===== config.mk =====
export PLATFORM = sky130hd
export DESIGN_NAME = saq_regs
export DESIGN_NICKNAME = d
export VERILOG_FILES = /design/src/hw/rtl/saq_pkg.sv /design/src/hw/rtl/saq_regs.sv
export SDC_FILE = /design/constraint.sdc
export NUM_CORES = 1
export LEC_CHECK = 0
export BUFFER_PORTS_ARGS = -buffer_cell sky130_fd_sc_hd__buf_2
export CAP_MARGIN = 20
export CORE_MARGIN = 4
export CORE_UTILIZATION = 30
export CTS_CLUSTER_DIAMETER = 150
export CTS_CLUSTER_SIZE = 28
export DETAILED_ROUTE_END_ITERATION = 7
export HOLD_SLACK_MARGIN = 0.06
export PLACE_DENSITY = 0.6
export SLEW_MARGIN = 0
export SYNTH_ARGS = -nofsm -noshare
export SYNTH_HDL_FRONTEND = slang
export SYNTH_SLANG_ARGS = --single-unit

===== constraint.sdc =====
create_clock -name clk -period 4.03 [get_ports clk]
set_input_delay 0.806 -clock clk [delete_from_list [all_inputs] [get_ports clk]]
set_output_delay 0.806 -clock clk [all_outputs]
set_load 0.005 [all_outputs]

===== src/hw/rtl/saq_pkg.sv =====
// Shared types and constants for the slot allocator with free quarantine.
// Used by the register block, controller, datapath and top level.
`timescale 1ns / 1ps
package saq_pkg;

  localparam int unsigned NUM_SLOTS_DEF = 65536;
  localparam int unsigned MAX_BATCH_DEF = 256;
  localparam int unsigned MAX_LOCAL_DEF = 16;

  localparam logic [63:0] SHUFFLE_MUL = 64'h96e5_1baf_02cd_85fd;
  localparam logic [31:0] CRC32C_POLY = 32'h82F6_3B78;

  localparam logic CMD_ALLOC = 1'b0;
  localparam logic CMD_FREE  = 1'b1;

  localparam logic [1:0] STAT_OK      = 2'd0;
  localparam logic [1:0] STAT_OOM     = 2'd1;
  localparam logic [1:0] STAT_DOUBLE  = 2'd2;
  localparam logic [1:0] STAT_INVALID = 2'd3;

  localparam logic [2:0] REG_QMIN    = 3'd0;
  localparam logic [2:0] REG_LMAX    = 3'd1;
  localparam logic [2:0] REG_BATCH   = 3'd2;
  localparam logic [2:0] REG_SHUFFLE = 3'd3;
  localparam logic [2:0] REG_LIMIT   = 3'd4;

  typedef struct packed {
    logic [15:0] quarantine_min;
    logic [4:0]  local_max;
    logic [8:0]  batch_len;
    logic        shuffle_enable;
    logic [16:0] slot_limit;
  } cfg_t;

  typedef enum logic [5:0] {
    ST_IDLE, ST_F_CHK, ST_F_WAIT, ST_A_CHK,
    ST_R_INIT, ST_R_FREED, ST_R_FREED_W, ST_R_FRESH, ST_R_FRESH_W, ST_R_PUSH,
    ST_B_FILL, ST_S_LOOP, ST_S_MUL0, ST_S_MUL1, ST_S_MUL2, ST_S_SUM,
    ST_S_CRC, ST_S_DIV, ST_S_RDJ, ST_S_RDN, ST_S_SWAP, ST_S_LAST,
    ST_Q_LINK, ST_Q_LINK_W, ST_Q_LINK_T,
    ST_K_LOOP, ST_K_W, ST_K_MOVE, ST_K_TAIL,
    ST_C_CHK, ST_C_POP, ST_C_W, ST_C_MARK, ST_DONE
  } state_t;

  typedef struct packed {
    state_t op;
    logic   accept;
  } dp_cmd_t;

  typedef struct packed {
    logic free_bad;
    logic link_alloc;
    logic cache_nil;
    logic freed_go;
    logic more;
    logic fresh_nil;
    logic fill_go;
    logic n_zero;
    logic n_gt1;
    logic crc_last;
    logic div_last;
    logic tmp_nil;
    logic move_go;
    logic q_single;
    logic c_single;
  } dp_stat_t;

endpackage


===== src/hw/rtl/saq_regs.sv =====
// Configuration registers behind the APB-style port.
// Depends on saq_pkg for the register map and cfg_t.
`timescale 1ns / 1ps
module saq_regs (
  input  logic                clk,
  input  logic                rst,
  input  logic                psel,
  input  logic                penable,
  input  logic                pwrite,
  input  logic [4:0]          paddr,
  input  logic [31:0]         pwdata,
  output logic [31:0]         prdata,
  output logic                pready,
  output saq_pkg::cfg_t       cfg
);
  import saq_pkg::*;

  logic wr;

  assign pready = 1'b1;
  assign wr = psel & penable & pwrite & pready;

  always_ff @(posedge clk) begin
    if (rst) begin
      cfg.quarantine_min <= 16'd0;
      cfg.local_max      <= 5'd16;
      cfg.batch_len      <= 9'd16;
      cfg.shuffle_enable <= 1'b1;
      cfg.slot_limit     <= 17'd65536;
    end else if (wr) begin
      unique case (paddr[4:2])
        REG_QMIN:    cfg.quarantine_min <= pwdata[15:0];
        REG_LMAX:    cfg.local_max      <= pwdata[4:0];
        REG_BATCH:   cfg.batch_len      <= pwdata[8:0];
        REG_SHUFFLE: cfg.shuffle_enable <= pwdata[0];
        REG_LIMIT:   cfg.slot_limit     <= pwdata[16:0];
        default: ;
      endcase
    end
  end

  always_comb begin
    unique case (paddr[4:2])
      REG_QMIN:    prdata = {16'd0, cfg.quarantine_min};
      REG_LMAX:    prdata = {27'd0, cfg.local_max};
      REG_BATCH:   prdata = {23'd0, cfg.batch_len};
      REG_SHUFFLE: prdata = {31'd0, cfg.shuffle_enable};
      REG_LIMIT:   prdata = {15'd0, cfg.slot_limit};
      default:     prdata = 32'd0;
    endcase
  end

endmodule


==> flow_summary.ini <==
[setup_path]
worst_ep_arrival_time_ps = 2110
crit_family = buffers and inverters
path_buf_inv = 2
max_stage_delay_ps = 460
cpMaxStageDelayCell = buf_2
critical_path_class = in2out
worstPathRequired_ps = 3220
crit_chain = buf_2 > nor2b_1 > o2bb2ai_1 > o21a_1 > buf_2
startpoint_type = input port
crit_path_frequent_cell = buf_2
cp_max_fo = 26
cp-end-kind = output port

[cells_and_area]
antenna_cells = 0
drive_above_1_share_pct = 29.5
register_area_sq_um = 961
nFillCells = 875
largest_reg_flops = 48
largest_register = cfg
areaGrowthSynthToFinish_pct = 20.5
multiInputGateArea_sq_um = 1410
finalInstanceArea_sq_um = 3060
nets = 387
top_regs = cfg (48)

[cts]
clkSinkCount = 48
clockBufferDepth = 2
clk_pin_slew_ps = 80
ctsHtreeMaxLevel = 2
cts_hold_buf = 0
post_cts_buffers = 0
clock_latency_ps = 290
root_buffer = clkbuf_8
cts_resized = 0
cts_made_buffers = 5
cts_tree = done

[power_and_ir_drop]
switching_share_pct = 23.9
p_seq_share_pct = 55.7
p_clk_share_pct = 34.4
p_int_uw = 655
power_density_nw_per_um2 = 282
p_switching_uw = 206
ir_drop_mv = 0.142
combPwrFrac_pct = 9.9
finalPower_uw = 861
cellLeakagePower_nw = 1.53

[timing]
max-slew-margin-rel_pct = 39.4
max_freq_mhz = 343
tightest_slew_ps = 909
finalCriticalPeriod_ps = 2920
setup-violations-final = 0
hold_viol = 0
clock_skew_ps = 0
finalCritPeriodShare_pct = 72.4
drv_slew = 0
rsz0062_at_grt = no
fin_tns_setup_ps = 0

[placed_design]
io_buffer_count = 89
dpl_cell_area_sq_um = 2970
place_hpwl_mm = 4.70
place.gp.congestion = 0.679

[route]
viasPerCell = 4.57
vias = 2060
drt_wl_total_mm = 6.59
drc = 0
first_pass_iters = 4
drt_iter0_drc = 51
wire_per_inst_um = 14.6
ant_nets = 0

[floorplan]
num_io_pins = 123
rows = 33
core_area_sq_um = 8220
initial_core_util_pct = 30.9
die_w_um = 100
dieArea_sq_um = 10000
die_h_um = 100

[synth]
ys_ff_latch = 48
netlist_area_sq_um = 2540
synth_area_per_cell_sq_um = 9.51
synth-seq-area-share_pct = 37.9
syn_inst = 267
ys_warn_count = 0
ys_types = 27

[global_routing]
grtUsageTotal_pct = 13.4
grt_antenna_before_repair = 0
grt_pass1_wl_mm = 10.6
grt_max_degree = 68
grt-ovfl-total = 0
grt_pass1_vias = 2037

[hold_path]
holdCritPathClass = reg2reg

[run]
maxCapViolCount = 0

[run_status]
outcome = completed
[cells by family after synthesis]
kind of cell | Yosys count | share of synthesized area, %
flops | 48 | 37.9
other cells | 2 | 0.296
compound gates | 25 | 6.55
simple gates | 97 | 22.7
buf+inv | 35 | 8.97
mux | 60 | 23.7
[per-stage QoR]
step	setup WS, ps	utilization [%]	std cells	hold WS [ps]
CTS	1060	37.2	451	498
global route	949	37.2	451	519
global placement	1040	36.1	443	473
floorplan	1560	-	281	477
finish	1110	37.2	451	495
detailed placement	1070	36.1	443	474
[Yosys cell counts]
library cell   n  area (sq um)
mux2i_1       60           601
nand2b_1      57           357
dfxtp_1       48           961
nor2_1        17          63.8
buf_4         16           120
o21ai_0       14          70.1
clkbuf_1      11          41.3
a2bb2oi_1      7          61.3
nor2b_1        6          37.5
buf_2          4          20.0
nand2_1        4          15.0
buf_6          2          22.5
conb_1         2          7.51
nor3_1         2          10.0
nor3b_1        2          15.0
o21a_1         2          15.0
or2_2          2          12.5
or3_1          2          12.5
and2_1         1          6.26
buf_1          1          3.75
buf_12         1          20.0
nand3b_1       1          7.51
nand4_1        1          6.26
nand4b_4       1          23.8
o2bb2ai_1      1          8.76
o41a_1         1          11.3
or3b_1         1          8.76
[power by group through the flow]
stage	combinational (mW)	clock, mW	sequential, mW
after global placement	0.0860	0	0.491
after floorplan	0.0663	0	0.491
final	0.0853	0.296	0.480
after CTS	0.0867	0.311	0.480
after global routing	0.0952	0.325	0.481
after detailed placement	0.0864	0	0.491
[placed cells by master, fill, tap and decap left out, drive strengths merged]
master and n:
buf 92, mux2i 60, nand2b 57, dfxtp 48, nor2 17, conb 16, o21ai 14, clkbuf 8
a2bb2oi 7, nor2b 6, nand2 4, o21a 2, or2 2, nor3 2, or3 2, nor3b 2
nand3b 1, o2bb2ai 1, and2 1, nand4b 1, nand4 1, or3b 1, o41a 1
[metal layers]
layer	track usage, %	wire (um)
met5	0	0
met4	2.80	29
met3	4.10	588
met2	21.9	2980
met1	17.5	2990
[tightest hold or removal path, cell delays in order, from the launching register on]
cell,delay [ps]
dfxtp_1,330
nand2b_1,60
mux2i_1,60
[cell type report]
type	instances	area share, %
multi-input cells	198	46.0
repair buffers	92	15.3
well taps	105	4.30
clock buffers	8	2.95
flip-flops and latches	48	31.4
[final timing paths]
kind | from | endpoint | slack, ps | cells after the start
setup / recovery | paddr[4] | prdata[0] | 1110 | 5
hold / removal | cfg[9]$_SDFFE_PP0P_ | cfg[9]$_SDFFE_PP0P_ | 490 | 2
setup reg to reg | cfg[30]$_SDFFE_PP0P_ | cfg[30]$_SDFFE_PP0P_ | 3260 | 3
hold reg to reg | cfg[9]$_SDFFE_PP0P_ | cfg[9]$_SDFFE_PP0P_ | 490 | 2
No activity file was read; power rests on OpenSTA's default activity.
