<file path="src/hw/rtl/saq_pkg.sv">
// Shared types and constants for the slot allocator with free quarantine.
// Used by the register block, controller, datapath and top level.
`timescale 1ns / 1ps
package saq_pkg;

  localparam int unsigned NUM_SLOTS_DEF = 65536;
  localparam int unsigned MAX_BATCH_DEF = 256;
  localparam int unsigned MAX_LOCAL_DEF = 16;

  localparam logic [63:0] SHUFFLE_MUL = 64'h96e5_1baf_02cd_85fd;
  localparam logic [31:0] CRC32C_POLY = 32'h82F6_3B78;

  localparam logic CMD_ALLOC = 1'b0;
  localparam logic CMD_FREE  = 1'b1;

  localparam logic [1:0] STAT_OK      = 2'd0;
  localparam logic [1:0] STAT_OOM     = 2'd1;
  localparam logic [1:0] STAT_DOUBLE  = 2'd2;
  localparam logic [1:0] STAT_INVALID = 2'd3;

  localparam logic [2:0] REG_QMIN    = 3'd0;
  localparam logic [2:0] REG_LMAX    = 3'd1;
  localparam logic [2:0] REG_BATCH   = 3'd2;
  localparam logic [2:0] REG_SHUFFLE = 3'd3;
  localparam logic [2:0] REG_LIMIT   = 3'd4;

  typedef struct packed {
    logic [15:0] quarantine_min;
    logic [4:0]  local_max;
    logic [8:0]  batch_len;
    logic        shuffle_enable;
    logic [16:0] slot_limit;
  } cfg_t;

  typedef enum logic [5:0] {
    ST_IDLE, ST_F_CHK, ST_F_WAIT, ST_A_CHK,
    ST_R_INIT, ST_R_FREED, ST_R_FREED_W, ST_R_FRESH, ST_R_FRESH_W, ST_R_PUSH,
    ST_B_FILL, ST_S_LOOP, ST_S_MUL0, ST_S_MUL1, ST_S_MUL2, ST_S_SUM,
    ST_S_CRC, ST_S_DIV, ST_S_RDJ, ST_S_RDN, ST_S_SWAP, ST_S_LAST,
    ST_Q_LINK, ST_Q_LINK_W, ST_Q_LINK_T,
    ST_K_LOOP, ST_K_W, ST_K_MOVE, ST_K_TAIL,
    ST_C_CHK, ST_C_POP, ST_C_W, ST_C_MARK, ST_DONE
  } state_t;

  typedef struct packed {
    state_t op;
    logic   accept;
  } dp_cmd_t;

  typedef struct packed {
    logic free_bad;
    logic link_alloc;
    logic cache_nil;
    logic freed_go;
    logic more;
    logic fresh_nil;
    logic fill_go;
    logic n_zero;
    logic n_gt1;
    logic crc_last;
    logic div_last;
    logic tmp_nil;
    logic move_go;
    logic q_single;
    logic c_single;
  } dp_stat_t;

endpackage

</file>
<file path="src/hw/rtl/saq_ctrl.sv">
// Sequencer for requests: walks free, refill, shuffle and grant steps.
// Depends on saq_pkg for state_t and the command/status structs.
`timescale 1ns / 1ps
module saq_ctrl (
  input  logic                clk,
  input  logic                rst,
  input  logic                start,
  input  logic                command,
  input  saq_pkg::dp_stat_t   stat,
  output saq_pkg::dp_cmd_t    cmd,
  output logic                busy,
  output logic                done
);
  import saq_pkg::*;

  state_t state, state_next;

  always_ff @(posedge clk) begin
    if (rst) state <= ST_IDLE;
    else     state <= state_next;
  end

  always_comb begin
    state_next = state;
    cmd.op     = state;
    cmd.accept = start && (state == ST_IDLE);
    busy       = (state != ST_IDLE);
    done       = (state == ST_DONE);
    unique case (state)
      ST_IDLE:      if (start) state_next = (command == CMD_FREE) ? ST_F_CHK : ST_A_CHK;
      ST_F_CHK:     state_next = stat.free_bad ? ST_DONE : ST_F_WAIT;
      ST_F_WAIT:    state_next = ST_DONE;
      ST_A_CHK:     state_next = stat.cache_nil ? ST_R_INIT : ST_C_POP;
      ST_R_INIT:    state_next = ST_R_FREED;
      ST_R_FREED:   state_next = stat.freed_go ? ST_R_FREED_W : ST_R_FRESH;
      ST_R_FREED_W: state_next = ST_R_FREED;
      ST_R_FRESH: begin
        if (!stat.more)         state_next = ST_Q_LINK;
        else if (stat.fresh_nil) state_next = ST_B_FILL;
        else                    state_next = ST_R_FRESH_W;
      end
      ST_R_FRESH_W: state_next = ST_R_PUSH;
      ST_R_PUSH:    state_next = ST_R_FRESH;
      ST_B_FILL: begin
        if (stat.fill_go)     state_next = ST_B_FILL;
        else if (stat.n_zero) state_next = ST_Q_LINK;
        else                  state_next = ST_S_LOOP;
      end
      ST_S_LOOP:    state_next = stat.n_gt1 ? ST_S_MUL0 : ST_S_LAST;
      ST_S_MUL0:    state_next = ST_S_MUL1;
      ST_S_MUL1:    state_next = ST_S_MUL2;
      ST_S_MUL2:    state_next = ST_S_SUM;
      ST_S_SUM:     state_next = ST_S_CRC;
      ST_S_CRC:     if (stat.crc_last) state_next = ST_S_DIV;
      ST_S_DIV:     if (stat.div_last) state_next = ST_S_RDJ;
      ST_S_RDJ:     state_next = ST_S_RDN;
      ST_S_RDN:     state_next = ST_S_SWAP;
      ST_S_SWAP:    state_next = ST_S_LOOP;
      ST_S_LAST:    state_next = ST_R_PUSH;
      ST_Q_LINK:    state_next = stat.tmp_nil ? ST_K_LOOP : ST_Q_LINK_W;
      ST_Q_LINK_W:  state_next = ST_Q_LINK_T;
      ST_Q_LINK_T:  state_next = ST_Q_LINK;
      ST_K_LOOP: begin
        if (!stat.move_go)    state_next = ST_C_CHK;
        else if (stat.q_single) state_next = ST_K_MOVE;
        else                  state_next = ST_K_W;
      end
      ST_K_W:       state_next = ST_K_MOVE;
      ST_K_MOVE:    state_next = ST_K_TAIL;
      ST_K_TAIL:    state_next = ST_K_LOOP;
      ST_C_CHK:     state_next = stat.cache_nil ? ST_DONE : ST_C_POP;
      ST_C_POP:     state_next = stat.c_single ? ST_C_MARK : ST_C_W;
      ST_C_W:       state_next = ST_C_MARK;
      ST_C_MARK:    state_next = ST_DONE;
      ST_DONE:      state_next = ST_IDLE;
      default:      state_next = ST_IDLE;
    endcase
  end

endmodule

</file>
<file path="config.mk">
export PLATFORM = sky130hd
export DESIGN_NAME = saq_ctrl
export DESIGN_NICKNAME = d
export VERILOG_FILES = /design/src/hw/rtl/saq_pkg.sv /design/src/hw/rtl/saq_ctrl.sv
export SDC_FILE = /design/constraint.sdc
export NUM_CORES = 1
export LEC_CHECK = 0
export BUFFER_PORTS_ARGS = -buffer_cell sky130_fd_sc_hd__buf_2
export CORE_MARGIN = 1.5
export CORE_UTILIZATION = 25
export CTS_BUF_LIST = sky130_fd_sc_hd__clkbuf_8 sky130_fd_sc_hd__clkbuf_16
export DETAILED_ROUTE_END_ITERATION = 10
export PLACE_DENSITY = 0.43
export SLEW_MARGIN = 20
export SYNTH_ARGS = -nofsm -noshare
export SYNTH_HDL_FRONTEND = slang
export SYNTH_SLANG_ARGS = --single-unit
</file>
<file path="constraint.sdc">
create_clock -name clk -period 4.9 [get_ports clk]
set_input_delay 0.245 -clock clk [delete_from_list [all_inputs] [get_ports clk]]
set_output_delay 0.245 -clock clk [all_outputs]
set_load 0.02 [all_outputs]
</file>
==> flow_summary.ini <==
[synth]
synthesis.area_per_instance_um2 = 6.56
post_synth_mux_area_share_pct = 3.09
synth_simple_gate_area_share_pct = 36.6
synth_nets = 167
synth_enable_flop_cells = 0
syn_area_um2 = 971
postSynthRegisterBits = 6
async_flop_share_pct = 0
synthCells = 148
combinational_family_with_the_most_area_after_synthesis = simple AND/OR/NAND/NOR gates
synth_top_flop_cell = sky130_fd_sc_hd__dfxtp_1
synth_compound_area_share_pct = 36.2
ys_types = 45
synth_warnings = 0
yosysSeqAreaShare_pct = 12.4
yosys.area_share.adder_pct = 0
synth_xor_area_share_pct = 0.902

[route]
detailroute.via_count = 1226
wl_met1_mm = 1.56
wl_per_cell_um = 15.5
postRouteWirelength_mm = 3.32
top_layer_used = met4
wl_met3_um = 228
met2WireLength_mm = 1.49
routed_via_density = 5.73
route.detailed.drc = 0
antenna_violating_nets_post_route = 0
first_iter_violations = 84
drt_pass1_iterations = 4

[floorplanning]
rows = 22
design.die.area_um2 = 4270
boundaryPins = 28
core_um2 = 3690
dieHeight_um = 65.3
initial_utilization_pct = 26.3
fp.dieW_um = 65.3

[grt]
first_pass_grt_wire_length_mm = 5.50
remaining_global_route_overflow = 0
grt_pass1_vias = 1098
antenna_found_initial = 0
global_route_usage_over_all_layers_pct = 16.4
grt_max_degree = 28

[cts]
worst_path_clk_slew_ps = 40
clock_path_buffers = 2
cts_buffers = 3
cts_root_buffer = sky130_fd_sc_hd__clkbuf_8
number_of_h_tree_branching_levels = 1
cts_repair_resize_count = 0
hold_buffers = 0
tritoncts_num_sinks = 6
worstSkewPairLatency_ps = 220
cts_setup_buffers = 0
tritoncts_clock_tree = done

[sta]
setup_ws_ps = 2540
report.final.setup_viol = 0
timing.final.hold_violations = 0
worst-slew-pin-transition_ps = 899
rsz0062_at_grt = false
max_slew_margin_pct = 40.0
final_min_period_over_clock_period_pct = 48.2
fin_setup_tns_ps = 0
final_max_slew_viol_count = 0
final.setup_skew_ps = 2.29
clock.fmax_mhz = 423
min_period_ps = 2360

[power_and_ir_drop]
power.leakage_nw = 0.435
p_per_area_nw_per_um2 = 490
fin_total_pwr_uw = 560
worst_vdd_ir_uv = 237

[job]
maxcap_viol_count = 0

[placed_design]
hpwlAfterDp_mm = 2.42
io_buffer_count = 26
postPlaceCellArea_um2 = 1100
final_estimated_routing_congestion_in_global_placement = 0.939
dpl_worst_slack_ps = 2520

[min_path]
holdPathStages = 2
min_to = state[1]$_SDFFE_PP0P_
min-delay-path-class = in2reg
hp-start = rst

[finish]
multi_input_area_um2 = 746
nFillCells = 441
antenna_diode_count = 0
largest-register = state
final_standard_cell_area_without_fillers_um2 = 1140
largest_register_ff_count = 6
biggestRegsByFlops = state: 6 flops
postLayoutCoreUtil_pct = 31.0
area.growth.synth_to_final_pct = 17.7
drive_above_1_share_pct = 19.9
final_nets = 187
layout.area.seq_um2 = 120

[worst_setup_path]
worstSetupEndpointType = register
crit-reg2reg-capture = state[1]$_SDFFE_PP0P_
r2r_cells = 5
cp_slowest_cell = sky130_fd_sc_hd__dfxtp_1
r2r_setup_slack_ps = 2540
crit_required_ps = 5010
timing.critical_path.from_type = register
cp.arrival_ps = 2480
critical_path_buf_inv_count = 0
critical-path-max-stage-delay_ps = 880
worstPathMaxFanout = 26
path_cells = nor2b_1, o2111ai_1, o31ai_1, a2111oi_0, a2111oi_2
worstSetupPathType = reg2reg
cp_delay_by_family_top = compound AO/OA/AOI/OAI gates
reg2reg_from = state[4]$_SDFFE_PP0P_

[run_status]
run_status = completed
==> kinds of logic after synthesis <==
kind of cell / count (synthesis)
and+or+nand+nor: 64
xor gates and xnor gates: 1
DFF: 6
muxes: 3
AOI/OAI and AO/OA: 52
buffers and inverters: 22
==> Yosys cell counts (all sizes together), types with 3 or more instances <==
| library cell | instances | area (µm²) |
|---|---|---|
| nor2b | 4 | 25.0 |
| nand3 | 5 | 25.0 |
| nor4b | 4 | 41.3 |
| nor3b | 5 | 37.5 |
| nand2b | 5 | 31.3 |
| nor2 | 14 | 52.6 |
| mux2i | 3 | 30.0 |
| inv | 10 | 37.5 |
| buf | 11 | 63.8 |
| o21ai | 7 | 35.0 |
| nand2 | 10 | 37.5 |
| a31oi | 3 | 18.8 |
| dfxtp | 6 | 120 |
| nor3 | 6 | 30.0 |
| nand4 | 5 | 31.3 |
| o22ai | 6 | 37.5 |
| a21oi | 15 | 75.1 |
| o31ai | 3 | 22.5 |
==> final cells by class <==
type	count	area share, %
clock buffers	3	3.61
repair buffers	27	12.0
multi-input cells	120	65.3
flip-flops and latches	6	10.5
well taps	48	5.26
inverters	10	3.29
==> power by group <==
part           internal, mW  switching [mW]  total, mW
clock network        0.0526          0.0193     0.0719
logic                 0.136           0.206      0.342
registers            0.0638          0.0823      0.146
total                 0.252           0.307      0.560
==> how the worst max path moves through the flow <==
| stage | cells past startpoint | slack, ps | endpoint | from |
|---|---|---|---|---|
| floorplan | 6 | 3120 | state[4]$_SDFFE_PP0P_ | state[1]$_SDFFE_PP0P_ |
| global placement | 5 | 2500 | state[1]$_SDFFE_PP0P_ | state[4]$_SDFFE_PP0P_ |
| detailed placement | 5 | 2520 | state[1]$_SDFFE_PP0P_ | state[4]$_SDFFE_PP0P_ |
| CTS | 5 | 2530 | state[1]$_SDFFE_PP0P_ | state[4]$_SDFFE_PP0P_ |
| global route | 5 | 2170 | state[1]$_SDFFE_PP0P_ | state[4]$_SDFFE_PP0P_ |
| finish | 5 | 2540 | state[1]$_SDFFE_PP0P_ | state[4]$_SDFFE_PP0P_ |
==> cell usage in the layout (no fill, tap or decap), types with 2 or more instances in the layout <==
master and instances:
sky130_fd_sc_hd__a31oi_1 3, sky130_fd_sc_hd__nor2b_1 4, sky130_fd_sc_hd__nand2_1 10, sky130_fd_sc_hd__dfxtp_1 6, sky130_fd_sc_hd__a21o_1 2, sky130_fd_sc_hd__nand4_1 5, sky130_fd_sc_hd__nor3_1 6, sky130_fd_sc_hd__nor3b_1 5
sky130_fd_sc_hd__clkbuf_8 3, sky130_fd_sc_hd__nor4b_1 3, sky130_fd_sc_hd__o21ai_0 5, sky130_fd_sc_hd__a32o_1 2, sky130_fd_sc_hd__and3_1 2, sky130_fd_sc_hd__buf_2 26, sky130_fd_sc_hd__o31ai_1 3, sky130_fd_sc_hd__nand2b_1 5
sky130_fd_sc_hd__nor2_1 14, sky130_fd_sc_hd__nand3_1 5, sky130_fd_sc_hd__o22ai_1 6, sky130_fd_sc_hd__a21oi_1 15, sky130_fd_sc_hd__inv_1 9, sky130_fd_sc_hd__mux2i_1 3, sky130_fd_sc_hd__o21ai_1 2, sky130_fd_sc_hd__a2bb2oi_1 2
==> metrics by stage <==
step                instances  hold WS (ps)
CTS                       214           272
detailed placement        211           502
finish                    214           279
global placement          211           503
floorplan                 148           314
global route              214           288
==> metal layers <==
metal | vias to the layer above | GRT usage [%]
met4 | 0 | 4.17
met5 | - | 0
li1 | 601 | -
met2 | 47 | 24.2
met3 | 4 | 2.74
met1 | 574 | 24.4
No activity file was read; power rests on OpenSTA's default activity.
